### src/sv/key_group_debouncer_defines.svh
// assertion macros for the key group debouncer
// used by key_group_debouncer.sv; expects i_clk and i_rst_n in scope
`ifndef KEY_GROUP_DEBOUNCER_DEFINES_SVH
`define KEY_GROUP_DEBOUNCER_DEFINES_SVH
`ifndef SYNTHESIS
`define KGD_ASSERT_SAME(lbl, ante, cons) \
    lbl: assert property (@(posedge i_clk) disable iff (!i_rst_n) (ante) |-> (cons)) \
        else $error("kgd check failed");
`define KGD_ASSERT_NEXT(lbl, ante, cons) \
    lbl: assert property (@(posedge i_clk) disable iff (!i_rst_n) (ante) |=> (cons)) \
        else $error("kgd check failed");
`else
`define KGD_ASSERT_SAME(lbl, ante, cons)
`define KGD_ASSERT_NEXT(lbl, ante, cons)
`endif
`endif

### src/sv/kgd_pkg.sv
// types and constants shared by the key group debouncer
// no dependencies
`default_nettype none

package kgd_pkg;

    localparam int POS_W    = 4;
    localparam int KEY_W    = 3;
    localparam int COUNT_W  = 8;

    localparam logic [KEY_W-1:0]   ALL_RELEASED = 3'b111;
    localparam logic [COUNT_W-1:0] COUNT_MAX    = 8'hFF;
    localparam logic [COUNT_W-1:0] THRESH_RESET = 8'd16;

    typedef struct packed {
        logic [POS_W-1:0] position;
        logic [KEY_W-1:0] sample_bits;
    } t_key_sample;

    typedef struct packed {
        logic             change_valid;
        logic [KEY_W-1:0] changed_mask;
        logic [KEY_W-1:0] accepted_bits;
    } t_key_report;

    typedef struct packed {
        logic        fire;
        t_key_sample sample;
    } t_step_ctrl;

endpackage

`default_nettype wire

### src/sv/kgd_chan_if.sv
// valid/ready channel carrying one payload of type T
// payload types come from kgd_pkg
`default_nettype none

interface kgd_chan_if #(
    parameter type T = logic
);
    logic valid;
    logic ready;
    T     payload;

    modport source (output valid, output payload, input ready);
    modport sink (input valid, input payload, output ready);
endinterface

`default_nettype wire

### src/sv/kgd_core.sv
// per-position accepted state and bounce counters with the update logic
// depends on kgd_pkg
`default_nettype none

module kgd_core #(
    parameter int DEPTH = 16
) (
    input  wire                              i_clk,
    input  wire                              i_rst_n,
    input  kgd_pkg::t_step_ctrl              i_ctrl,
    input  wire  [kgd_pkg::COUNT_W-1:0]      i_threshold,
    output kgd_pkg::t_key_report             o_report
);

    localparam int IDX_W = (DEPTH > 1) ? $clog2(DEPTH) : 1;

    logic [kgd_pkg::KEY_W-1:0]   r_state [DEPTH];
    logic [kgd_pkg::COUNT_W-1:0] r_count [DEPTH];

    logic                        in_range;
    logic [IDX_W-1:0]            idx;
    logic [kgd_pkg::KEY_W-1:0]   sample;
    logic [kgd_pkg::KEY_W-1:0]   old_state;
    logic [kgd_pkg::COUNT_W-1:0] old_count;
    logic                        differ;
    logic                        take;
    logic [kgd_pkg::COUNT_W-1:0] n_count;

    assign in_range = (32'(i_ctrl.sample.position) < DEPTH);
    assign idx      = IDX_W'(i_ctrl.sample.position);
    assign sample   = i_ctrl.sample.sample_bits;

    always_comb begin
        old_state = kgd_pkg::ALL_RELEASED;
        old_count = '0;
        if (in_range) begin
            old_state = r_state[idx];
            old_count = r_count[idx];
        end
    end

    assign differ = (sample != old_state);
    assign take   = in_range && differ && (old_count > i_threshold);

    // 0 on accept, else up if differing (saturating), down if same
    always_comb begin
        n_count = old_count;
        if (take) begin
            n_count = '0;
        end else if (differ) begin
            if (old_count != kgd_pkg::COUNT_MAX) begin
                n_count = old_count + 1'b1;
            end
        end else if (old_count != '0) begin
            n_count = old_count - 1'b1;
        end
    end

    always_comb begin
        o_report.change_valid  = take;
        o_report.changed_mask  = take ? (sample ^ old_state) : '0;
        o_report.accepted_bits = take ? sample : old_state;
    end

    always_ff @(posedge i_clk) begin
        if (!i_rst_n) begin
            for (int i = 0; i < DEPTH; i++) begin
                r_state[i] <= kgd_pkg::ALL_RELEASED;
                r_count[i] <= '0;
            end
        end else if (i_ctrl.fire && in_range) begin
            r_count[idx] <= n_count;
            if (take) begin
                r_state[idx] <= sample;
            end
        end
    end

endmodule

`default_nettype wire

### src/sv/key_group_debouncer.sv
// top level of the key group debouncer: handshake, input and result registers
// depends on kgd_pkg, kgd_chan_if, kgd_core and key_group_debouncer_defines.svh
`default_nettype none
`include "key_group_debouncer_defines.svh"

// Counter-based debouncer for scanned groups of three keys. Each sample transfer
// carries a position and three raw key bits (1 = released); each transfer out
// reports whether a new state was accepted for that position, which bits changed
// and the accepted state after the sample. One sample is taken every clock cycle
// while the report channel is not stalled; its report passes through the input
// register, then the result register, and the position's state and counter entry
// are updated as the sample moves from one to the other. Positions at or above
// POSITIONS report no change and all keys released. The threshold register (reset
// 16) is written on the configuration channel, which is always ready, and should
// only be written while no samples are in flight.
module key_group_debouncer #(
    parameter int POSITIONS = 16
) (
    input  wire         i_clk,
    input  wire         i_rst_n,
    kgd_chan_if.sink    i_sample,
    kgd_chan_if.source  o_report,
    kgd_chan_if.sink    i_cfg
);

    // only 16 positions can be addressed by the 4-bit position field
    localparam int DEPTH = (POSITIONS < (1 << kgd_pkg::POS_W)) ? POSITIONS
                                                               : (1 << kgd_pkg::POS_W);

    logic [kgd_pkg::COUNT_W-1:0] r_threshold;
    logic                        r_in_valid;
    kgd_pkg::t_key_sample        r_in_payload;
    logic                        r_out_valid;
    kgd_pkg::t_key_report        r_out_payload;

    logic                        step_fire;
    logic                        in_fire;
    kgd_pkg::t_step_ctrl         ctrl;
    kgd_pkg::t_key_report        report;

    assign step_fire = r_in_valid && (!r_out_valid || o_report.ready);
    assign in_fire   = i_sample.valid && i_sample.ready;

    assign i_sample.ready = !r_in_valid || step_fire;
    assign i_cfg.ready    = 1'b1;
    assign o_report.valid   = r_out_valid;
    assign o_report.payload = r_out_payload;

    assign ctrl.fire   = step_fire;
    assign ctrl.sample = r_in_payload;

    kgd_core #(
        .DEPTH(DEPTH)
    ) u_core (
        .i_clk      (i_clk),
        .i_rst_n    (i_rst_n),
        .i_ctrl     (ctrl),
        .i_threshold(r_threshold),
        .o_report   (report)
    );

    always_ff @(posedge i_clk) begin
        if (!i_rst_n) begin
            r_threshold <= kgd_pkg::THRESH_RESET;
        end else if (i_cfg.valid) begin
            r_threshold <= i_cfg.payload;
        end
    end

    always_ff @(posedge i_clk) begin
        if (!i_rst_n) begin
            r_in_valid <= 1'b0;
        end else if (in_fire) begin
            r_in_valid <= 1'b1;
        end else if (step_fire) begin
            r_in_valid <= 1'b0;
        end
    end

    always_ff @(posedge i_clk) begin
        if (in_fire) begin
            r_in_payload <= i_sample.payload;
        end
    end

    always_ff @(posedge i_clk) begin
        if (!i_rst_n) begin
            r_out_valid <= 1'b0;
        end else if (step_fire) begin
            r_out_valid <= 1'b1;
        end else if (o_report.ready) begin
            r_out_valid <= 1'b0;
        end
    end

    always_ff @(posedge i_clk) begin
        if (step_fire) begin
            r_out_payload <= report;
        end
    end

    `KGD_ASSERT_SAME(a_change_has_mask, r_out_valid && r_out_payload.change_valid, r_out_payload.changed_mask != '0)
    `KGD_ASSERT_SAME(a_no_change_no_mask, r_out_valid && !r_out_payload.change_valid, r_out_payload.changed_mask == '0)
    `KGD_ASSERT_SAME(a_stall_means_busy, !i_sample.ready, r_in_valid && r_out_valid)
    `KGD_ASSERT_NEXT(a_report_kept, r_out_valid && !o_report.ready, r_out_valid)

endmodule

`default_nettype wire
### src/flat_wrapper.sv
// flat-port wrapper written by rule: the top's interface ports become plain ports
module key_group_debouncer_flat 
#(
    parameter int POSITIONS = 16
)
  (i_clk, i_rst_n, i_sample_valid, i_sample_payload, i_sample_ready, o_report_valid, o_report_payload, o_report_ready, i_cfg_valid, i_cfg_payload, i_cfg_ready);
  kgd_chan_if i_sample_i ();
  kgd_chan_if o_report_i ();
  kgd_chan_if i_cfg_i ();
  input  wire i_clk;
  input  wire i_rst_n;
  input wire logic [$bits(i_sample_i.valid)-1:0] i_sample_valid;
  input wire logic [$bits(i_sample_i.payload)-1:0] i_sample_payload;
  output wire logic [$bits(i_sample_i.ready)-1:0] i_sample_ready;
  output wire logic [$bits(o_report_i.valid)-1:0] o_report_valid;
  output wire logic [$bits(o_report_i.payload)-1:0] o_report_payload;
  input wire logic [$bits(o_report_i.ready)-1:0] o_report_ready;
  input wire logic [$bits(i_cfg_i.valid)-1:0] i_cfg_valid;
  input wire logic [$bits(i_cfg_i.payload)-1:0] i_cfg_payload;
  output wire logic [$bits(i_cfg_i.ready)-1:0] i_cfg_ready;
  assign i_sample_i.valid = i_sample_valid;
  assign i_sample_i.payload = i_sample_payload;
  assign i_sample_ready = i_sample_i.ready;
  assign o_report_valid = o_report_i.valid;
  assign o_report_payload = o_report_i.payload;
  assign o_report_i.ready = o_report_ready;
  assign i_cfg_i.valid = i_cfg_valid;
  assign i_cfg_i.payload = i_cfg_payload;
  assign i_cfg_ready = i_cfg_i.ready;
  key_group_debouncer #(.POSITIONS(POSITIONS)) u_core (.i_clk(i_clk), .i_rst_n(i_rst_n), .i_sample(i_sample_i), .o_report(o_report_i), .i_cfg(i_cfg_i));
endmodule
### config.mk
export PLATFORM = sky130hd
export DESIGN_NAME = key_group_debouncer_flat
export DESIGN_NICKNAME = d
export VERILOG_FILES = /design/src/sv/kgd_pkg.sv /design/src/sv/kgd_chan_if.sv /design/src/sv/kgd_core.sv /design/src/sv/key_group_debouncer.sv /design/src/flat_wrapper.sv
export VERILOG_INCLUDE_DIRS = /design/src /design/src/sv
export SDC_FILE = /design/constraint.sdc
export NUM_CORES = 1
export LEC_CHECK = 0
export ABC_AREA = 1
export BUFFER_PORTS_ARGS = -buffer_cell sky130_fd_sc_hd__buf_2
export CAP_MARGIN = 20
export CORE_UTILIZATION = 52
export DETAILED_ROUTE_END_ITERATION = 8
export GPL_TIMING_DRIVEN = 0
export PLACE_DENSITY = 0.81
export REMOVE_ABC_BUFFERS = 1
export SLEW_MARGIN = 5
export SYNTH_ARGS = -nofsm -noshare
export SYNTH_HDL_FRONTEND = slang
export SYNTH_SLANG_ARGS = --single-unit
### constraint.sdc
create_clock -name i_clk -period 1.7 [get_ports i_clk]
set_input_delay 0.34 -clock i_clk [delete_from_list [all_inputs] [get_ports i_clk]]
set_output_delay 0.34 -clock i_clk [all_outputs]
set_load 0.02 [all_outputs]
==> key figures <==
Clock tree
  • Clock root buffer: clkbuf_4
  • Max clock buf depth: 2
  • Cts bufs inserted: 3
  • Hold_buf cts: 0
  • CTS H-tree lvls: 1
  • Clock slew at the register clock pins of the worst setup and hold paths: approximately 0.11 ns
  • Clk Latency, worst-skew pair: 0.31 ns
  • CTS tree: yes
  • Clock tree sinks: 16

Floorplanning
  • Standard cell core area: a little over 2000 sq um
  • Die ar.: 2490 sq um
  • Count of pins on the block boundary: 11
  • Starting density of the core: between 50 and 60%
  • Number of placement rows: 16
  • Die extent in y: approximately 50 um
  • Die X-Extent: 49.9 um

Yosys
  • Proportion of synthesized chip area in sequential cells: 36.1%
  • Most used standard cell by instance count after synthesis: nand2_1
  • Area of the mapped netlist: 1190 sq um
  • Total of flip-flops plus latches after synthesis: 16
  • Asr flop ratio synth: 0%
  • Commonest cells post-synth: nand2_1 (34), inv_1 (28), edfxtp_1 (11)
  • Synth area leaders: edfxtp_1 (28%), nand2_1 (11%), inv_1 (8.8%)
  • EDFF count, synth: 11
  • Synthesized instance count: between 100 and 150
  • Number of distinct library cells after synthesis: 29
  • Average instance area after synthesis: about 8.1 sq um
  • Biggest area consumer among synthesized cells: edfxtp_1
  • Number of warnings issued by yosys: 0
  • Predominant post-synthesis flop cell: edfxtp_1
  • Share of the synthesized area in the top cell type: around 28%

Setup path
  • Critical path capture point type: register
  • Kind of launch point of the worst setup path: register
  • Startpoint of the worst register-to-register path: u_core.ctrl[0]$_DFFE_PP_
  • Data arrival at the endpoint of the critical path: 2.04 ns
  • Flop2flop setup slack: -0.17 ns
  • Crit Path Category: register to register
  • Worst reg-to-reg path cell count: 11
  • Maximum fanout along the worst path: 6
  • Required time at the endpoint of the critical path: roughly 1.9 ns
  • FF-to-FF End: u_core.u_core.r_count[0][7]$_SDFFCE_PP0P_

STA
  • RSZ-0062 raised after global routing: true
  • Maximum clock frequency: roughly 530 MHz
  • Setup ws final: -0.173 ns
  • Slew at the pin with the worst max-slew slack: between 0.5 and 0.6 ns
  • Clock period minus worst slack: 1.87 ns
  • Hold violation count in the final report: 0
  • Number of max-slew violations in the final report: 0
  • Share of the clock period used by the worst path after layout: 110%
  • Final Setup Violations: 12
  • Final setup skew: 0.0130 ns
  • Headroom to the max-slew limit: 65.5%

Min path
  • Hold-critical path depth: 1
  • Type of the most critical hold path: input port to register
  • Sink of the worst hold path: u_core.ctrl[0]$_DFFE_PP_
  • Hold path startpoint: i_sample_payload

Outcome
  • Failing checks: setup timing
  • Status: complete, but fails checks

Global routing
  • Initial antenna violation count: 0
  • GR Util All Layers: between 20% and 30%
  • Maximum number of pins on one net before global-route repair: 10
  • Residual overflow from global routing: 0
  • First-pass GRT wire length: 4400 um
  • Vias in the first global route: a little over 1k

Pwr
  • Post-layout power: about 1100 uW
  • Maximum VDD drop: 0.567 mV
  • Cell leakage power: 0.000732 uW
  • Power per cell area: slightly below 700 nW/um^2

Routing
  • Final routed wirelength across all metal layers: slightly below 3000 um
  • Via count normalized by instance count: between 5 and 6
  • Routed length per placed instance: approximately 15 um
  • Number of nets still failing antenna checks after routing: 0
  • First DRT Iteration DRCs: 35
  • DRC Markers: 0
  • Pre-Repair DR Iteration Count: 4
  • Vias: between 1k and 1.5k

Place
  • Port-buffer cells: 9
  • Gp weighted congestion: approximately 0.8
  • Post-detail-place hpwl: about 1600 um

Flow run
  • Number of maximum-capacitance violations: 0

Cells and area
  • Net count, final: 191
  • Fraction of layout instances using a drive strength above 1: roughly 47%
  • Footprint of the multi-input gates: 790 sq um
  • Fillers: ~130
  • Inserted Diodes: 0
  • Signed area change from the synthesized netlist to the final layout: 32.0%
  • Storage cell area: approximately 430 sq um
  • Share of the core filled with cells: 76.4%
## area by class of cell
class / count / share of cell area [%]
multi-input combinational: 99 / 50.1
sequential: 16 / 27.3
timing repair buffer: 24 / 10.2
inverter: 31 / 7.86
clock buffer: 4 / 2.30
tap: 27 / 2.14
## cells in the final DEF, fill, tap and decap left out
| cell | Yosys | final |
|---|---|---|
| nand3_4 | 2 | 2 |
| ha_4 | 0 | 6 |
| nor2_2 | 5 | 7 |
| nor2_1 | 6 | 3 |
| nand2_8 | 1 | 1 |
| xor2_1 | 2 | 2 |
| or2_1 | 1 | 1 |
| conb_1 | 1 | 1 |
| a22oi_2 | 0 | 1 |
| dfxtp_1 | 5 | 5 |
| o21ai_0 | 2 | 2 |
| clkbuf_8 | 0 | 1 |
| nand2_1 | 34 | 28 |
| clkbuf_4 | 0 | 3 |
| ha_1 | 8 | 2 |
| fa_2 | 0 | 1 |
| o21bai_1 | 1 | 1 |
| a21oi_4 | 0 | 1 |
| nand2_2 | 8 | 12 |
| nand3_2 | 0 | 3 |
| nor3_1 | 2 | 2 |
| nand4_1 | 3 | 3 |
| inv_1 | 28 | 23 |
| nor2_4 | 1 | 2 |
| buf_2 | 0 | 9 |
| nand3_1 | 7 | 4 |
| inv_2 | 3 | 7 |
| a21oi_1 | 5 | 3 |
| edfxtp_1 | 11 | 11 |
| buf_4 | 1 | 14 |
| nor2_8 | 1 | 1 |
| o21ai_1 | 1 | 1 |
| or2_4 | 1 | 1 |
| a21oi_2 | 4 | 5 |
| buf_6 | 0 | 1 |
| nand2_4 | 1 | 3 |
| inv_8 | 0 | 1 |
## sequential cells by signal (all words and copies together), names as in the netlist
register                 cells
u_core.ctrl                  1
u_core.o_report.payload      1
u_core.o_report.valid        1
u_core.r_in_valid            1
u_core.r_threshold           2
u_core.u_core.r_count        8
u_core.u_core.r_state        2
## logic make-up after synthesis
logic type | share of synthesized area, %
and+or+nand+nor | 34.2
buffers and inverters | 10.4
DFF | 36.1
AOI/OAI and AO/OA | 7.55
adders and majority gates | 10.1
xor gates and xnor gates | 1.47
other | 0.314
## power by group
group	internal (uW)	leakage (uW)	switching (uW)	total [uW]
Clock	131	0.0000210	140	271
Sequential	445	0.000156	22.8	468
Combinational	140	0.000555	195	335
Total	716	0.000732	358	1070
## timing repair
item / CTS / global route
pin swaps: 8 / 9
buffers inserted: 6 / 9
endpoints found under the hold margin: 0 / 0
resized for setup: 22 / 13
setup endpoints to repair: 14 / 10
## per-layer routing
| layer | wire length (um) | GRT usage, % |
|---|---|---|
| met3 | 128 | 2.16 |
| met4 | 106 | 11.9 |
| met2 | 1530 | 43.0 |
| met5 | 0 | 0 |
| met1 | 1180 | 27.0 |
## critical path: stages (launching register included)
cell	delay [ns]
edfxtp_1	0.46
inv_2	0.11
nand2_4	0.06
nand3_4	0.12
inv_8	0.07
ha_4	0.23
or2_4	0.26
nand2_4	0.09
nor2_4	0.04
nor2_1	0.10
nand2_1	0.07
a21oi_2	0.11
## per-stage QoR
stage / setup TNS (ns) / instance area (sq um) / instances / hold slack (ns) / worst slack, ns
detailed placement: -3.32 / 1260 / 182 / 0.440 / -0.341
floorplan: -0.666 / 1190 / 146 / 0.409 / -0.173
global placement: -2.86 / 1260 / 182 / 0.434 / -0.298
global route: -1.69 / 1580 / 201 / 0.208 / -0.244
CTS: -0.423 / 1460 / 192 / 0.209 / -0.132
finish: -0.778 / 1580 / 201 / 0.197 / -0.173
## how the worst max path moves through the flow
stage                                  start                                         to  slack, ns
floorplan           u_core.ctrl[0]$_DFFE_PP_  u_core.u_core.r_count[0][5]$_SDFFCE_PP0P_      -0.17
global placement    u_core.ctrl[0]$_DFFE_PP_  u_core.u_core.r_count[0][5]$_SDFFCE_PP0P_      -0.30
detailed placement  u_core.ctrl[0]$_DFFE_PP_  u_core.u_core.r_count[0][5]$_SDFFCE_PP0P_      -0.34
CTS                 u_core.ctrl[0]$_DFFE_PP_  u_core.u_core.r_count[0][7]$_SDFFCE_PP0P_      -0.13
global route        u_core.ctrl[0]$_DFFE_PP_  u_core.u_core.r_count[0][7]$_SDFFCE_PP0P_      -0.24
finish              u_core.ctrl[0]$_DFFE_PP_  u_core.u_core.r_count[0][7]$_SDFFCE_PP0P_      -0.17
No activity file was read; power rests on OpenSTA's default activity.
